**config.mk**
```make
export PLATFORM = sky130hd
export DESIGN_NAME = bise_group_decoder
export DESIGN_NICKNAME = d
export VERILOG_FILES = /design/src/bgd_pkg.sv /design/src/bgd_front.sv /design/src/bgd_fifo.sv /design/src/bgd_back.sv /design/src/bise_group_decoder.sv
export SDC_FILE = /design/constraint.sdc
export NUM_CORES = 1
export LEC_CHECK = 0
export ABC_AREA = 1
export BUFFER_PORTS_ARGS = -buffer_cell sky130_fd_sc_hd__clkbuf_2
export CAP_MARGIN = 20
export CORE_ASPECT_RATIO = 0.5
export CORE_MARGIN = 2
export CORE_UTILIZATION = 45
export CTS_BUF_LIST = sky130_fd_sc_hd__clkbuf_4 sky130_fd_sc_hd__clkbuf_8
export CTS_CLUSTER_SIZE = 40
export DETAILED_ROUTE_END_ITERATION = 8
export GPL_TIMING_DRIVEN = 0
export PLACE_DENSITY_LB_ADDON = 0.05
export SLEW_MARGIN = 20
export SYNTH_ARGS = -nofsm -noshare
export SYNTH_HDL_FRONTEND = slang
export SYNTH_HIERARCHICAL = 1
export SYNTH_SLANG_ARGS = --single-unit
```
**constraint.sdc**
```tcl
create_clock -name clk_i -period 5.8 [get_ports clk_i]
set_clock_uncertainty 0.2 [all_clocks]
set_input_delay 0.29 -clock clk_i [delete_from_list [all_inputs] [get_ports clk_i]]
set_output_delay 0.29 -clock clk_i [all_outputs]
set_load 0.1 [all_outputs]
```
**src/bgd_pkg.sv**
```systemverilog
package bgd_pkg;

  typedef enum logic [1:0] {
    KIND_PLAIN = 2'd0,
    KIND_TRIT  = 2'd1,
    KIND_QUINT = 2'd2
  } kind_e;

  localparam int unsigned NumVals  = 5;
  localparam int unsigned StreamW  = 38;
  localparam int unsigned ValW     = 8;
  localparam int unsigned DigitW   = 3;
  localparam int unsigned UsedW    = 6;
  localparam int unsigned NW       = 4;
  localparam int unsigned IdxW     = 3;
  localparam int unsigned EncW     = 6;

  localparam logic [IdxW-1:0] LastPlain = 3'd0;
  localparam logic [IdxW-1:0] LastTrit  = 3'd4;
  localparam logic [IdxW-1:0] LastQuint = 3'd2;

  typedef logic [NumVals-1:0][ValW-1:0]   vals_t;
  typedef logic [NumVals-1:0][DigitW-1:0] digits_t;
  typedef logic [255:0][EncW-1:0]         enc_tab_t;

  typedef struct packed {
    kind_e            kind;
    logic [NW-1:0]    n;
    vals_t            m;
    digits_t          d;
    logic [UsedW-1:0] used;
    logic             fin;
  } entry_t;

  // {kind, n} for every range maximum: largest form 2^n-1, 3*2^n-1, 5*2^n-1 not above it
  function automatic enc_tab_t build_enc_tab();
    enc_tab_t tab;
    int       best;
    int       cand;
    kind_e    bk;
    int       bn;
    for (int r = 0; r < 256; r++) begin
      best = 0;
      bk   = KIND_PLAIN;
      bn   = 0;
      for (int k = 0; k <= 8; k++) begin
        cand = (1 << k) - 1;
        if (cand <= r && cand > best) begin
          best = cand;
          bk   = KIND_PLAIN;
          bn   = k;
        end
        cand = (3 << k) - 1;
        if (cand <= r && cand > best) begin
          best = cand;
          bk   = KIND_TRIT;
          bn   = k;
        end
        cand = (5 << k) - 1;
        if (cand <= r && cand > best) begin
          best = cand;
          bk   = KIND_QUINT;
          bn   = k;
        end
      end
      tab[r] = {bk, NW'(bn)};
    end
    return tab;
  endfunction

  localparam enc_tab_t EncTab = build_enc_tab();

  function automatic digits_t decode_trits(logic [7:0] t);
    digits_t    r;
    logic [4:0] c;
    r = '0;
    if (t[4:2] == 3'b111) begin
      c    = {t[7:5], t[1:0]};
      r[4] = 3'd2;
      r[3] = 3'd2;
    end else begin
      c = t[4:0];
      if (t[6:5] == 2'b11) begin
        r[4] = 3'd2;
        r[3] = {2'b00, t[7]};
      end else begin
        r[4] = {2'b00, t[7]};
        r[3] = {1'b0, t[6:5]};
      end
    end
    if (c[1:0] == 2'b11) begin
      r[2] = 3'd2;
      r[1] = {2'b00, c[4]};
      r[0] = {1'b0, c[3], c[2] & ~c[3]};
    end else if (c[3:2] == 2'b11) begin
      r[2] = 3'd2;
      r[1] = 3'd2;
      r[0] = {1'b0, c[1:0]};
    end else begin
      r[2] = {2'b00, c[4]};
      r[1] = {1'b0, c[3:2]};
      r[0] = {1'b0, c[1], c[0] & ~c[1]};
    end
    return r;
  endfunction

  function automatic digits_t decode_quints(logic [6:0] q);
    digits_t    r;
    logic [4:0] c;
    logic       q0n;
    r   = '0;
    q0n = ~q[0];
    if (q[2:1] == 2'b11 && q[6:5] == 2'b00) begin
      r[0] = 3'd4;
      r[1] = 3'd4;
      r[2] = {q[0], q[4] & q0n, q[3] & q0n};
    end else begin
      if (q[2:1] == 2'b11) begin
        r[2] = 3'd4;
        c    = {q[4:3], ~q[6:5], q[0]};
      end else begin
        r[2] = {1'b0, q[6:5]};
        c    = q[4:0];
      end
      if (c[2:0] == 3'd5) begin
        r[1] = 3'd4;
        r[0] = {1'b0, c[4:3]};
      end else begin
        r[1] = {1'b0, c[4:3]};
        r[0] = c[2:0];
      end
    end
    return r;
  endfunction

  function automatic logic [IdxW-1:0] last_idx(kind_e k);
    logic [IdxW-1:0] r;
    case (k)
      KIND_TRIT:  r = LastTrit;
      KIND_QUINT: r = LastQuint;
      default:    r = LastPlain;
    endcase
    return r;
  endfunction

endpackage

```
**src/bgd_front.sv**
```systemverilog
module bgd_front (
  input  logic [7:0]      max_range_i,
  input  logic [37:0]     group_bits_i,
  input  logic            final_group_i,
  output bgd_pkg::entry_t entry_o
);
  import bgd_pkg::*;

  function automatic logic [ValW-1:0] take_bits(logic [StreamW-1:0] bits,
                                                logic [UsedW-1:0] pos,
                                                logic [NW-1:0] len);
    logic [StreamW-1:0] sh;
    logic [ValW:0]      mask;
    sh   = bits >> pos;
    mask = (9'd1 << len) - 9'd1;
    return sh[ValW-1:0] & mask[ValW-1:0];
  endfunction

  logic [EncW-1:0]  enc;
  kind_e            kind;
  logic [NW-1:0]    n;
  logic [UsedW-1:0] n6;
  vals_t            mt;
  vals_t            mq;
  logic [7:0]       tb;
  logic [6:0]       qb;
  logic [ValW-1:0]  t01, t23, t4, t56, t7, q02, q34, q56;

  assign enc  = EncTab[max_range_i];
  assign kind = kind_e'(enc[EncW-1:NW]);
  assign n    = enc[NW-1:0];
  assign n6   = UsedW'(n);

  always_comb begin
    mt     = '0;
    mt[0]  = take_bits(group_bits_i, '0, n);
    t01    = take_bits(group_bits_i, n6, 4'd2);
    mt[1]  = take_bits(group_bits_i, n6 + 6'd2, n);
    t23    = take_bits(group_bits_i, 6'd2 * n6 + 6'd2, 4'd2);
    mt[2]  = take_bits(group_bits_i, 6'd2 * n6 + 6'd4, n);
    t4     = take_bits(group_bits_i, 6'd3 * n6 + 6'd4, 4'd1);
    mt[3]  = take_bits(group_bits_i, 6'd3 * n6 + 6'd5, n);
    t56    = take_bits(group_bits_i, 6'd4 * n6 + 6'd5, 4'd2);
    mt[4]  = take_bits(group_bits_i, 6'd4 * n6 + 6'd7, n);
    t7     = take_bits(group_bits_i, 6'd5 * n6 + 6'd7, 4'd1);
    tb     = {t7[0], t56[1:0], t4[0], t23[1:0], t01[1:0]};

    mq     = '0;
    mq[0]  = mt[0];
    q02    = take_bits(group_bits_i, n6, 4'd3);
    mq[1]  = take_bits(group_bits_i, n6 + 6'd3, n);
    q34    = take_bits(group_bits_i, 6'd2 * n6 + 6'd3, 4'd2);
    mq[2]  = take_bits(group_bits_i, 6'd2 * n6 + 6'd5, n);
    q56    = take_bits(group_bits_i, 6'd3 * n6 + 6'd5, 4'd2);
    qb     = {q56[1:0], q34[1:0], q02[2:0]};

    entry_o      = '0;
    entry_o.kind = kind;
    entry_o.n    = n;
    entry_o.fin  = final_group_i;
    case (kind)
      KIND_TRIT: begin
        entry_o.m    = mt;
        entry_o.d    = decode_trits(tb);
        entry_o.used = 6'd5 * n6 + 6'd8;
      end
      KIND_QUINT: begin
        entry_o.m    = mq;
        entry_o.d    = decode_quints(qb);
        entry_o.used = 6'd3 * n6 + 6'd7;
      end
      default: begin
        entry_o.m[0] = mt[0];
        entry_o.used = n6;
      end
    endcase
  end

endmodule

```
**src/bgd_fifo.sv**
```systemverilog
module bgd_fifo #(
  parameter int unsigned DEPTH = 2
) (
  input  logic            clk_i,
  input  logic            rst_ni,
  input  logic            push_i,
  input  bgd_pkg::entry_t wdata_i,
  input  logic            pop_i,
  output bgd_pkg::entry_t rdata_o,
  output logic            empty_o,
  output logic            full_o
);
  import bgd_pkg::*;

  localparam int unsigned PtrW = (DEPTH > 1) ? $clog2(DEPTH) : 1;
  localparam int unsigned CntW = $clog2(DEPTH + 1);
  localparam logic [PtrW-1:0] PtrLast = PtrW'(DEPTH - 1);
  localparam logic [CntW-1:0] CntFull = CntW'(DEPTH);

  entry_t          mem_q [DEPTH];
  logic [PtrW-1:0] wr_q, wr_d, rd_q, rd_d;
  logic [CntW-1:0] cnt_q, cnt_d;

  assign empty_o = (cnt_q == '0);
  assign full_o  = (cnt_q == CntFull);
  assign rdata_o = mem_q[rd_q];

  always_comb begin
    wr_d  = wr_q;
    rd_d  = rd_q;
    cnt_d = cnt_q;
    if (push_i) begin
      wr_d = (wr_q == PtrLast) ? '0 : wr_q + 1'b1;
    end
    if (pop_i) begin
      rd_d = (rd_q == PtrLast) ? '0 : rd_q + 1'b1;
    end
    if (push_i && !pop_i) begin
      cnt_d = cnt_q + 1'b1;
    end else if (pop_i && !push_i) begin
      cnt_d = cnt_q - 1'b1;
    end
  end

  always_ff @(posedge clk_i or negedge rst_ni) begin
    if (!rst_ni) begin
      wr_q  <= '0;
      rd_q  <= '0;
      cnt_q <= '0;
    end else begin
      wr_q  <= wr_d;
      rd_q  <= rd_d;
      cnt_q <= cnt_d;
    end
  end

  always_ff @(posedge clk_i) begin
    if (push_i) begin
      mem_q[wr_q] <= wdata_i;
    end
  end

  a_no_push_full: assert property (@(posedge clk_i) disable iff (!rst_ni)
    push_i |-> !full_o) else $error("push into full queue");
  a_no_pop_empty: assert property (@(posedge clk_i) disable iff (!rst_ni)
    pop_i |-> !empty_o) else $error("pop from empty queue");
  a_cnt_range: assert property (@(posedge clk_i) disable iff (!rst_ni)
    cnt_q <= CntFull) else $error("queue count out of range");

endmodule

```
**src/bgd_back.sv**
```systemverilog
module bgd_back (
  input  logic            clk_i,
  input  logic            rst_ni,
  input  bgd_pkg::entry_t head_i,
  input  logic            empty_i,
  output logic            pop_o,
  output logic            result_valid_o,
  output logic [7:0]      low_bits_o,
  output logic [2:0]      digit_o,
  output logic [7:0]      decoded_value_o,
  output logic [1:0]      code_kind_o,
  output logic [5:0]      group_bits_used_o,
  output logic            group_last_o,
  output logic            sequence_end_o
);
  import bgd_pkg::*;

  logic [IdxW-1:0]      idx_q, idx_d;
  logic                 valid_q;
  logic                 last;
  logic [ValW-1:0]      sel_m;
  logic [DigitW-1:0]    sel_d;
  logic [ValW+DigitW-1:0] shifted;
  logic [ValW-1:0]      dec_val;

  logic [ValW-1:0]   low_q, val_q;
  logic [DigitW-1:0] digit_q;
  kind_e             kind_q;
  logic [UsedW-1:0]  used_q;
  logic              glast_q, send_q;

  always_comb begin
    sel_m   = head_i.m[idx_q];
    sel_d   = head_i.d[idx_q];
    shifted = (ValW+DigitW)'(sel_d) << head_i.n;
    dec_val = shifted[ValW-1:0] + sel_m;
    last    = (idx_q == last_idx(head_i.kind));
    pop_o   = !empty_i && last;
    idx_d   = idx_q;
    if (!empty_i) begin
      idx_d = last ? '0 : idx_q + 1'b1;
    end
  end

  always_ff @(posedge clk_i or negedge rst_ni) begin
    if (!rst_ni) begin
      idx_q   <= '0;
      valid_q <= 1'b0;
    end else begin
      idx_q   <= idx_d;
      valid_q <= !empty_i;
    end
  end

  always_ff @(posedge clk_i) begin
    low_q   <= sel_m;
    digit_q <= sel_d;
    val_q   <= dec_val;
    kind_q  <= head_i.kind;
    used_q  <= head_i.used;
    glast_q <= last;
    send_q  <= last && head_i.fin;
  end

  assign result_valid_o    = valid_q;
  assign low_bits_o        = low_q;
  assign digit_o           = digit_q;
  assign decoded_value_o   = val_q;
  assign code_kind_o       = kind_q;
  assign group_bits_used_o = used_q;
  assign group_last_o      = glast_q;
  assign sequence_end_o    = send_q;

  a_send_last: assert property (@(posedge clk_i) disable iff (!rst_ni)
    result_valid_o && sequence_end_o |-> group_last_o)
    else $error("sequence end without group end");
  a_plain_single: assert property (@(posedge clk_i) disable iff (!rst_ni)
    result_valid_o && code_kind_o == KIND_PLAIN |-> group_last_o && digit_o == '0)
    else $error("plain group not a single value");
  a_idx_reset: assert property (@(posedge clk_i) disable iff (!rst_ni)
    pop_o |=> idx_q == '0) else $error("value index not rewound after group");

endmodule

```
**src/bise_group_decoder.sv**
```systemverilog
// Flow: with the queue empty, a group taken on start is written into the group queue, and its
//   first result is registered at the output ports; results follow one a cycle.
// Throughput: one result per cycle from the output sequencer while a group is queued; a trit
//   group gives 5 results, a quint group 3, a plain group 1. busy is high while the group queue is full.
// Results cannot be stalled by the receiver; result_valid_o marks each one for one cycle.
// Reset clears the group queue, the value index and the result strobe; no clearing pass.
module bise_group_decoder #(
  parameter int unsigned QUEUE_DEPTH = 2
) (
  input  logic        clk_i,
  input  logic        rst_ni,
  input  logic        start,
  output logic        busy,
  input  logic [7:0]  max_range_i,
  input  logic [37:0] group_bits_i,
  input  logic        final_group_i,
  output logic        result_valid_o,
  output logic [7:0]  low_bits_o,
  output logic [2:0]  digit_o,
  output logic [7:0]  decoded_value_o,
  output logic [1:0]  code_kind_o,
  output logic [5:0]  group_bits_used_o,
  output logic        group_last_o,
  output logic        sequence_end_o
);
  import bgd_pkg::*;

  entry_t new_entry, head;
  logic   push, pop, empty, full;

  assign busy = full;
  assign push = start && !full;

  bgd_front u_front (
    .max_range_i   (max_range_i),
    .group_bits_i  (group_bits_i),
    .final_group_i (final_group_i),
    .entry_o       (new_entry)
  );

  bgd_fifo #(
    .DEPTH (QUEUE_DEPTH)
  ) u_fifo (
    .clk_i   (clk_i),
    .rst_ni  (rst_ni),
    .push_i  (push),
    .wdata_i (new_entry),
    .pop_i   (pop),
    .rdata_o (head),
    .empty_o (empty),
    .full_o  (full)
  );

  bgd_back u_back (
    .clk_i             (clk_i),
    .rst_ni            (rst_ni),
    .head_i            (head),
    .empty_i           (empty),
    .pop_o             (pop),
    .result_valid_o    (result_valid_o),
    .low_bits_o        (low_bits_o),
    .digit_o           (digit_o),
    .decoded_value_o   (decoded_value_o),
    .code_kind_o       (code_kind_o),
    .group_bits_used_o (group_bits_used_o),
    .group_last_o      (group_last_o),
    .sequence_end_o    (sequence_end_o)
  );

endmodule

```
# Word-level counts from Yosys, hierarchy flattened
# Memory sizes are Yosys's and may differ from the RTL's.
# Cells that the tools add are included.
# classes
n_addsub,20
n_mul,2
order_cmp,2
eq_ne,12
n_shift,14
n_mux,28
n_bitwise,15
n_reduce_logical,13
# ops
op,n
>> shifter 38 x 6 -> 8 bit,6
>> shifter 38 x 6 -> 2 bit,3
>> shifter 38 x 6 -> 1 bit,2
case mux 32 bit (2 select lines),1
AND 8 bit,7
>> shifter 38 x 4 -> 3 bit,1
adder 6 x 3 -> 6 bit (second input constant),6
2-to-1 mux 5 bit,6
case mux 15 bit (2 select lines),1
binary-select mux 8 bit (select 3 bit),1
2-to-1 mux 9 bit,2
2-to-1 mux 8 bit,2
equality test 2 bit (second input constant),7
adder 5 x 2 -> 6 bit (second input constant),2
adder 5 x 3 -> 6 bit (second input constant),2
2-to-1 mux 3 bit,4
2-to-1 mux 6 bit,2
case mux 6 bit (2 select lines),1
adder 4 x 2 -> 5 bit (second input constant),2
binary-select mux 3 bit (select 3 bit),1
< comparator 8 x 9 -> 1 bit (second input constant),1
adder 8 bit,1
<< shifter 1 x 4 -> 8 bit (first input constant),1
<< shifter 3 x 4 -> 8 bit,1
other kinds (22),43
# word_totals
ff_bits,37
mem_bits_rw,136
rom_bits,1536
input_bits,50
output_inout_bits,31
elab_cells,120
n_memories,2
# memory_table
name,depth,word_bits,read_ports,rd_clocked_by_memory_dff,write_ports,line,source
(name not given),256,6,1,0,0,bgd_front.sv:29,assign enc = EncTab[max_range_i];
u_fifo.mem_q,2,68,1,0,1,bgd_fifo.sv:20,entry_t mem_q [DEPTH];

# Longest topological paths before layout
# depth
depth_word,13
ltp_mapped,34
depth_no_buf,32

# Modules after synthesis
# The synthesis kept the hierarchy.
# by_module_without_submodules
module,instances,cells_each,area_per_inst_um2,seq_area_each_um2
bgd_front,1,1266,6147.1,0.0
bgd_fifo,1,237,5156.2,4184.0
bgd_back,1,235,1751.7,680.7
bise_group_decoder,1,2,10.0,0.0

# Worst setup path before layout
# OpenSTA, ideal clock, no wires.
# synth_timing
kind,input port to flip-flop
start,input port max_range_i[0]
end,"memory u_fifo/mem_q[0][7] in the netlist's numbering, data pin"
setup_ns,0.261
t_arrival_ns,4.612
t_required_ns,5.339
path_slack_ns,0.727
stages,27
path_buffers,3
cell_sequence,ha_1 -> nand3_2 -> nor3_4 -> nor2_2 -> nand3_1 -> nand2_1 -> nand2_1 -> nand3_1 -> inv_2 -> buf_2 -> buf_1 -> ha_1 -> fa_1 -> clkbuf_1 -> inv_1 -> ha_1 -> a21oi_1 -> xnor2_1 -> inv_2 -> nor2_2 -> nand4_1 -> nand3_2 -> nand2_2 -> nor2_4 -> nand2_2 -> o21ai_1 -> a21oi_1
# synth_rtl
item,line,source
"start, declared",bise_group_decoder.sv:14,"input logic [7:0] max_range_i,"
"end, declared",bgd_fifo.sv:20,

==> flow_metrics.tcl <==
set metrics [dict create \
    status "complete, no violations" \
    p_leak_nw 6.66 \
    p_per_area_nw_per_um2 462 \
    regArea_sq_um 4860 \
    viasPerCell 5.83 \
    drive_gt1_frac 0.162 \
    start_util 0.454 \
    rr_endpoint "u_back/decoded_value_o[6]$_DFF_P_" \
    clkSinkCount 173 \
    cts_made_buffers 17 \
    comb_power_share 0.610 \
    core-area_sq_um 28800 \
    post_drt_wl_per_cell_microns 22.2 \
    synthFlopType "edfxtp_1" \
    yosysTopAreaCellShare 0.313 \
    worst_pin_slew_ns 1.11 \
    max_freq_mhz 175 \
    ioPinCount 81 \
    die_w_microns 245 \
    min_to "u_fifo/mem_q[1][22]$_DFFE_PP_" \
    relSlewSlack 0.241 \
    busiest_layer "met2" \
    die_h_microns 124 \
    cpPeakStageDelay_ns 0.70 \
    crit_type "in2reg" \
    whs_path_depth 3 \
    die_area_sq_um 30500 \
    synthToLayoutAreaGrowth_pct 11.3 \
    clock_tree.root_cell "clkbuf_8" \
    r2r_slack_ns 2.24 \
    worst_hold_slack_ns 0.132 \
    syn_area_sq_um 13100 \
    ys_types 67 \
    ys_seq_area_frac 0.372 \
    critPathBufInv 7 \
    yosysMostFrequentCell "nand2_1" \
    end_kind "flop" \
    grt_max_degree 50 \
    seqPwrFrac 0.280 \
    cp_slowest_cell "nor2_1" \
    fin_ws_ns 0.101 \
    place_congestion 1.03 \
    use_met1 0.461 \
    grt_first_pass_wirelength_mm 73.7 \
    hold_path.class "in2reg" \
    grt-ovfl-total 0 \
    critPathTopFamily "simple AND/OR/NAND/NOR gates" \
    yosysTopAreaCell "edfxtp_1" \
    fin_crit_sh 0.983 \
    yosys-top-cells-count "nand2_1 (505), nand3_1 (224), inv_1 (161)" \
    switching_power_mw 3.45 \
    fin_util 0.505 \
    ys_warn_count 6 \
    hp-start "group_bits_i[0]" \
    cts_buffer_depth 2 \
    synth-async-reset-ratio 0.0462 \
    final.setup.tns_ns 0 \
    routed_wl_mm 49.9 \
    max-vdd-ir-drop_mv 0.573 \
    arrival_ns 5.66 \
    clkTransAtPathRegs_ns 0.09 \
    placed_cell_area_sq_um 14000 \
    r2r_cells 14 \
    crit_fanout 10 \
    power.internal_mw 3.25 \
    pre_cts_ws_ns -1.82 \
    postSynthAreaPerCell_sq_um 7.51 \
    final-max-slew-violation-count 0 \
    synth_edf_count 136 \
    first_iter_violations 1562 \
    finalHoldViolations 0 \
    insertion_delay_ns 0.45 \
    drt_first_pass_iters 8 \
    antenna_found_initial 3 \
    r2r-start "u_back/idx_q[0]$_DFFE_PN0N_" \
    yosys-top-cells-area "edfxtp_1 (31%), nand2_1 (15%), nand3_1 (8.6%)" \
    fin_area_sq_um 14500 \
    portBuffers 78 \
    place_hpwl_mm 40.4 \
    grt.total_usage 0.323 \
    antennaDiodeCount 0 \
    finalSetupViolations 0 \
    num_vias 13100 \
    sw_frac_of_total 0.515 \
    grt_pass1_vias 12200 \
    rows 44 \
    drv_cap 0 \
    gr-usage-met3 0.0623 \
    cts_tree "yes" \
    start_kind "input pin" \
    multi_input_area_sq_um 7150 \
    synthCells 1740 \
    antenna_left 0 \
    path_cells "clkbuf_2 > ha_1 > nand3_2 > nor3_4 > nand3_2 > clkbuf_1 > clkbuf_1 > nand2_1 > nor2_1 > inv_1 > ha_1 > buf_2 > nor2_1 > inv_1 > clkbuf_1 > nor2_1 > nand2_1 > nor3_2" \
    crit_required_ns 5.76 \
    fillCellCount 2887 \
    ys_ff_latch 173 \
    final.min_clock_period_ns 5.70 \
    cts-htree-levels 4 \
    grt_util_met2 0.493 \
    drc 0 \
    clockPowerShare 0.111 \
    nets 1935 \
]
==> routing by layer <==
layer	wire length (microns)	up-vias	part of all wire
li1	-	6106	-
met1	22200	6216	0.45
met2	21500	705	0.43
met3	4840	97	0.097
met4	1390	0	0.028
met5	0	-	0
==> worst max path at each step <==
stage,from,to,slack (ns),depth (start not counted)
after detailed placement,max_range_i[1],u_fifo/mem_q[1][7]$_DFFE_PP_,-1.82,28
after floorplan,max_range_i[0],u_fifo/mem_q[0][7]$_DFFE_PP_,0.73,27
after global routing,max_range_i[0],u_fifo/mem_q[0][53]$_DFFE_PP_,-0.00005,20
after CTS,max_range_i[1],u_fifo/mem_q[0][7]$_DFFE_PP_,0.02,24
final,max_range_i[0],u_fifo/mem_q[1][52]$_DFFE_PP_,0.10,18
after global placement,max_range_i[1],u_fifo/mem_q[0][7]$_DFFE_PP_,-1.73,28
==> kinds of logic after synthesis <==
kind of cell | count (synthesis) | share of synthesized area
XOR/XNOR | 29 | 0.0215
AND/OR/NAND/NOR | 888 | 0.293
flip-flops | 173 | 0.372
other | 1 | 0.000287
multiplexers | 69 | 0.0622
buffers and inverters | 262 | 0.0860
adder cells (fa/ha/maj) | 37 | 0.0372
AO/OA/AOI/OAI | 281 | 0.128
==> power by group through the flow <==
stage / logic (mW) / clock network (mW) / registers, mW
finish: 4.09 / 0.742 / 1.88
global route: 4.37 / 0.808 / 1.91
CTS: 4.02 / 0.762 / 1.88
detailed placement: 3.98 / 0 / 1.91
global placement: 3.90 / 0 / 1.92
floorplan: 2.19 / 0 / 2.67
==> registers in the layout, summed over array words and instances, names as in the netlist, 2 cells and up <==
name and count:
u_back/idx_q 3, u_back/code_kind_o 2, u_back/low_bits_o 8, u_fifo/mem_q 136, u_back/group_bits_used_o 6, u_fifo/cnt_q 2, u_back/decoded_value_o 8, u_back/digit_o 3
==> repair_timing <==
action	4_1_cts	5_1_grt
hold buffers	5	0
endpoints found under the setup margin	50	38
setup buffers	1	5
gates resized for setup	8	10
hold endpoints to repair	11	0
pin swaps	1	1
==> layout by cell type, fill, tap and decap left out, types with 6 or more instances in the layout <==
master / Yosys / final
xnor2_1: 11 / 9
nand2_1: 505 / 505
nand3_1: 224 / 223
ha_1: 34 / 33
o31ai_1: 6 / 6
dfrtp_1: 8 / 8
o22ai_1: 7 / 7
mux2_4: 10 / 10
a21oi_1: 75 / 75
nor2_1: 103 / 101
clkbuf_1: 34 / 31
buf_6: 8 / 9
inv_2: 11 / 11
buf_4: 8 / 15
clkbuf_8: 0 / 18
mux2_2: 58 / 58
inv_1: 161 / 160
nand4_1: 6 / 6
nand2_2: 8 / 8
dfxtp_1: 29 / 29
o21ai_0: 100 / 100
a31oi_1: 11 / 11
xor2_1: 16 / 15
clkbuf_2: 0 / 78
buf_2: 31 / 28
a221oi_1: 8 / 8
o211ai_1: 20 / 20
edfxtp_1: 136 / 136
nor2_2: 7 / 8
o21ai_1: 15 / 15
==> area by class of cell <==
type                    count  share of cell area
clock buffers              20              0.0181
inverters                 174              0.0452
repair buffers             92              0.0380
plain buffers              84              0.0324
clock inverters            12             0.00585
well taps                 391              0.0337
multi-input cells        1306               0.492
flip-flops and latches    173               0.335
==> metrics by stage <==
step	total power, mW	cells
after floorplan	4.86	1741
after global placement	5.82	2210
after detailed placement	5.89	2213
after CTS	6.66	2247
after global routing	7.09	2252
final	6.71	2252
==> worst min-delay path, cell delays in order <==
cell and delay (ns):
clkbuf_2 0.18, nand2_1 0.11, inv_1 0.08
Power figures use the tool's default switching activity.
